### config.mk
export PLATFORM = sky130hd
export DESIGN_NAME = psba_cell
export DESIGN_NICKNAME = d
export VERILOG_FILES = /design/src/rtl/psba_pkg.sv /design/src/rtl/psba_cell.sv
export SDC_FILE = /design/constraint.sdc
export NUM_CORES = 1
export LEC_CHECK = 0
export ABC_CLOCK_PERIOD_IN_PS = 2500
export BUFFER_PORTS_ARGS = -buffer_cell sky130_fd_sc_hd__buf_2
export CAP_MARGIN = 20
export CORE_ASPECT_RATIO = 0.75
export CORE_UTILIZATION = 42
export CTS_BUF_LIST = sky130_fd_sc_hd__clkbuf_8
export CTS_CLUSTER_DIAMETER = 60
export CTS_CLUSTER_SIZE = 30
export DETAILED_ROUTE_END_ITERATION = 10
export GPL_TIMING_DRIVEN = 0
export HOLD_SLACK_MARGIN = 0.12
export PLACE_DENSITY = 0.85
export REMOVE_ABC_BUFFERS = 1
export SLEW_MARGIN = 20
export SYNTH_ARGS = -nofsm -noshare
export SYNTH_HDL_FRONTEND = slang
export SYNTH_SLANG_ARGS = --single-unit
### constraint.sdc
create_clock -name clk -period 2.5 [get_ports clk]
set_input_delay 0.125 -clock clk [delete_from_list [all_inputs] [get_ports clk]]
set_output_delay 0.125 -clock clk [all_outputs]
set_load 0.05 [all_outputs]
### src/rtl/psba_pkg.sv
// Package for the point sorter: point type, cell control struct and
// controller states. Used by psba_cell and point_sort_by_axis.
package psba_pkg;

	localparam int unsigned CoordW = 32;

	// One stored point; x in the low half when packed
	typedef struct packed {
		logic signed [CoordW-1:0] y;
		logic signed [CoordW-1:0] x;
	} point_t;

	// Per-cycle command broadcast to every cell
	typedef struct packed {
		logic load;   // write the arriving point into the addressed cell
		logic sort;   // perform one compare-exchange round
		logic shift;  // move every point one cell toward the output
	} cell_ctl_t;

	typedef enum logic [2:0] {
		ST_LOAD = 3'b001,
		ST_SORT = 3'b010,
		ST_EMIT = 3'b100
	} state_t;

	// Sort key selected by the axis register
	function automatic logic signed [CoordW-1:0] point_key(point_t p, logic axis);
		return axis ? p.y : p.x;
	endfunction

endpackage

### src/rtl/psba_cell.sv
// One cell of the sorting chain: holds a point, compares it with its upper
// neighbor and exchanges or shifts points with its neighbors. Uses psba_pkg.
module psba_cell import psba_pkg::*; (
	input  logic      clk,
	input  cell_ctl_t ctl,
	input  logic      load_hit,  // this cell is the next free entry
	input  point_t    new_pt,
	input  point_t    upper_pt,  // point held by the cell above
	input  point_t    lower_pt,  // point held by the cell below
	input  logic      swap_up,   // exchange with the cell above
	input  logic      swap_dn,   // exchange with the cell below
	input  logic      axis,
	output point_t    pt,
	output logic      gt_up      // own key strictly above upper neighbor's key
);

	point_t pt_q;

	// Compare with the upper neighbor; strict so equal keys keep their order
	assign gt_up = point_key(pt_q, axis) > point_key(upper_pt, axis);
	assign pt    = pt_q;

	// Load, exchange or shift the held point
	always_ff @(posedge clk) begin
		if (ctl.load && load_hit) begin
			pt_q <= new_pt;
		end else if (ctl.sort && swap_up) begin
			pt_q <= upper_pt;
		end else if (ctl.sort && swap_dn) begin
			pt_q <= lower_pt;
		end else if (ctl.shift) begin
			pt_q <= upper_pt;
		end
	end

endmodule

# Word level (Yosys, flattened, before mapping)
# Index checks and enable logic that the tools add are counted.
[totals] reg_bits=64 input_bits=200 out_inout_bits=65 wordCells=13
[op_classes] order_cmp=1 n_mux=6 reduce_logical=4
[ops] cell="64-bit 2-to-1 mux" n=4
[ops] cell="32-bit 2-to-1 mux" n=2
[ops] cell="32-bit > comparator" n=1
[ops] cell="4-bit nonzero test" n=1
[ops] cell="1-bit logical AND" n=3

# Logic depth before layout (Yosys ltp)
[depth] word_depth=4 mapped_depth=10 depth_no_buf=8

# Least setup slack after synthesis
# Ideal clock, no wire load.
[synth_path] path_type="input -> output" startpoint="input port axis" endpoint="output port gt_up" arrival_time_ns=3.068 required_ns=2.375 setup_slack_ns=-0.693 path_stages=10 n_path_buf=2 cell_sequence="buf_2 > buf_1 > mux2_2 > ha_1 > nand4_1 > nor4_1 > a21boi_1 > o31ai_1 > o2111ai_1 > mux2i_1"
[synth_between] elab_chain_len=2 elab_cells_between_ends=3 classes_between="order compare (1); mux (2)"
[synth_lines] item="start: declaration" line_no="psba_cell.sv:12" source="input logic axis,"
[synth_lines] item="32-bit 2-to-1 mux" line_no="psba_pkg.sv:28" source="return axis ? p.y : p.x;"
[synth_lines] item="32-bit > comparator *" line_no="psba_cell.sv:20" source="assign gt_up = point_key(pt_q, axis) > point_key(upper_pt, axis);"
[synth_lines] item="end: declaration" line_no="psba_cell.sv:14" source="output logic gt_up"
# Mark *: on every way between the ends. The rest lies on a longest branch, timed or not.

# Final worst setup path
[layout_path] startpoint="register pt_q, in the netlist pt[10]" endpoint="output port gt_up"
[layout_between] elab_chain_len=2
[layout_lines] item="start: declaration" line_no="psba_cell.sv:17" source="point_t pt_q;"
[layout_lines] item="start signal: assignment" line_no="psba_cell.sv:26" source="pt_q <= new_pt;"
[layout_lines] item="start signal: assignment" line_no="psba_cell.sv:28" source="pt_q <= upper_pt;"
[layout_lines] item="start signal: assignment" line_no="psba_cell.sv:30" source="pt_q <= lower_pt;"
[layout_lines] item="32-bit 2-to-1 mux" line_no="psba_pkg.sv:28"
[layout_lines] item="32-bit > comparator" line_no="psba_cell.sv:20"
# Every way passes these cells.

==> results.md <==
- Outcome: finished with violations
- Failing checks: setup timing
- Fin crit share: 1.18
- HP Start: lower_pt[12]
- # setup viols final: 1
- Post-route setup slack: -0.442 ns
- # fillers: between 700 and 800
- Post-route design area: ~7100 um^2
- Hold Path Sink: pt[12]
- Hold path cells: 3
- Routed Antenna Nets: 0
- Synth warn: 0
- Maximum vdd drop: 321 uV
- Initial core utilization: 0.442
- Final Hold Fails: 0
- Worst slew pin tran: 0.638 ns
- Hold_ws: 0.139 ns
- Clock root cell: clkbuf_8
- Die Span Y: 93.0 um
- Top Ports: 265
- CORE AREA: 10500 um^2
- Num CTS Buffers: 9
- Power density over the cells: ~550 nW/um^2
- RD Place Congestion: between 0.7 and 0.8
- Minimum clock period: between 2 and 3 ns
- Commonest non-fill, non-tap cell in the layout: buf_2
- Register area share after synthesis: 0.415
- Num rows: 32
- Kind of critical path: flop to output port
- Mapped Avg Cell Area: approximately 11 um^2
- DRC marker count from the first detailed-route iteration: 164
- Commonest non-fill, non-tap cells in the layout: buf_2, mux2i_1, nand2_1
- Startpoint types: flop
- H-tree depth: 3
- CTS tree: yes
- P_leak: 0.00362 uW
- Required @ worst endpoint: 2.38 ns
- Endpoint type of the worst setup path: output port
- Share of layout cells above drive strength 1: 0.437
- Synthesized flop and latch total: 64
- Routed WL: 15300 um
- Dpl cell area: 6140 um^2
- Largest fanout on the critical path: 2
- Vias in the first global route: 4983
- Syn Inst Count: 434
- Rel. slew slack: 0.573
- Max FFs per register: 64
- Wire per inst: about 17 um
- Total track usage: 0.263
- Fmax: 340 MHz
- Reg clk slew, reported paths: 0.07 ns
- Distinct cells, synth: 25
- RSZ-0062 raised after global routing: yes
- Via count: 4738
- Vias per inst: 5.26
- Nets: 992
- TritonCTS Sinks: 64
- Die ar.: 11500 um^2
- Cell area after synthesis: 4630 um^2
- Drt first pass iters: 5
- Area growth syn-to-layout: 53.8%
- Hold Crit Class: input port to flop
- Gr ovfl total: 0
- Maxcap violations: 0
- Pre-CTS WS: -0.927 ns
- CTS max path bufs: 2
- Diodes inserted: 0
- Drt drc: 0
- Critical path arrival: 2.82 ns
- Hpwl dp: 10700 um
- Largest net degree at the start of global routing: 69
- First-pass GRT wire length: ~23000 um
- Max Slew Vio Count: 0
- Antenna violations before repair: 0
- Die W: 123 um
- Buffers on Ports: roughly 260
[repair_timing]
item	4_1_cts	5_1_grt
endpoints found under the setup margin	1	1
pin swaps	5	5
hold buffers	64	0
buffers inserted	3	4
cloned	0	0
hold endpoints to repair	64	0
gates resized for setup	14	4
[stage by stage]
stage,std cells,setup TNS (ns),utilization,total power [uW]
3_5_place_dp,814,-0.927,0.585,2950
5_1_grt,901,-0.567,0.680,4100
4_1_cts,897,-0.471,0.675,3900
3_3_place_gp,806,-280.71,0.573,2910
6_report,901,-0.442,0.680,3910
2_1_floorplan,406,-144.59,-,2460
[cells in the mapped netlist (all sizes together)]
cell type,number,share of area
a21oi,12,0.014
nand3,3,0.0032
o21ai,69,0.075
a221o,1,0.0022
and2,1,0.0014
nand3b,1,0.0016
nor2b,1,0.0014
mux2,32,0.078
o2111ai,1,0.0019
o31ai,1,0.0016
nand2,71,0.058
o211ai,1,0.0016
mux2i,97,0.21
a21o,4,0.0065
a211oi,1,0.0016
nand4,7,0.0094
buf,15,0.015
nor4,2,0.0027
edfxtp,64,0.41
nor2,4,0.0032
a21boi,1,0.0016
clkbuf,13,0.011
ha,32,0.086
[cells by family after synthesis]
group,share of synthesized area
fa+ha+maj,0.0864
flops,0.415
simple gates,0.0805
mux,0.287
buf+inv,0.0259
compound gates,0.105
[worst max-delay path by stage]
stage | from | endpoint | slack [ns]
after floorplan | load_hit | pt[0] | -1.44
after global placement | ctl[2] | pt[9] | -2.71
after detailed placement | axis | gt_up | -0.93
after CTS | pt[10] | gt_up | -0.47
after global routing | pt[40] | gt_up | -0.57
final | pt[10] | gt_up | -0.44
[critical path: stages, from the launching register on]
cell and delay (ns):
edfxtp_1 0.41, mux2_4 0.30, ha_4 0.27, nand4_1 0.22, nor4_4 0.41, a21boi_4 0.25
o31ai_2 0.08, o2111ai_1 0.11, mux2i_1 0.21, buf_4 0.22
[cell type report]
| cell class | count | area, um^2 | area share |
|---|---|---|---|
| Tap cell | 136 | 170 | 0.0239 |
| Sequential cell | 64 | 1920 | 0.270 |
| Multi-Input combinational cell | 342 | 2710 | 0.379 |
| Timing Repair Buffer | 343 | 2150 | 0.302 |
| Clock buffer | 9 | 124 | 0.0174 |
| Clock inverter | 7 | 55.1 | 0.00772 |
[power by group]
group	leakage, uW	total [uW]	switching (uW)	internal (uW)
sequential	0.000659	1430	71.3	1360
clock	0.000100	835	392	443
combinational	0.00286	1650	1040	603
[layer usage]
metal | share of wire | track usage | up-vias
met5 | 0 | 0 | -
met4 | 0.032 | 0.122 | 0
met3 | 0.068 | 0.0646 | 40
met2 | 0.51 | 0.480 | 228
met1 | 0.39 | 0.284 | 2183
li1 | - | - | 2287
No activity file was read; power rests on OpenSTA's default activity.
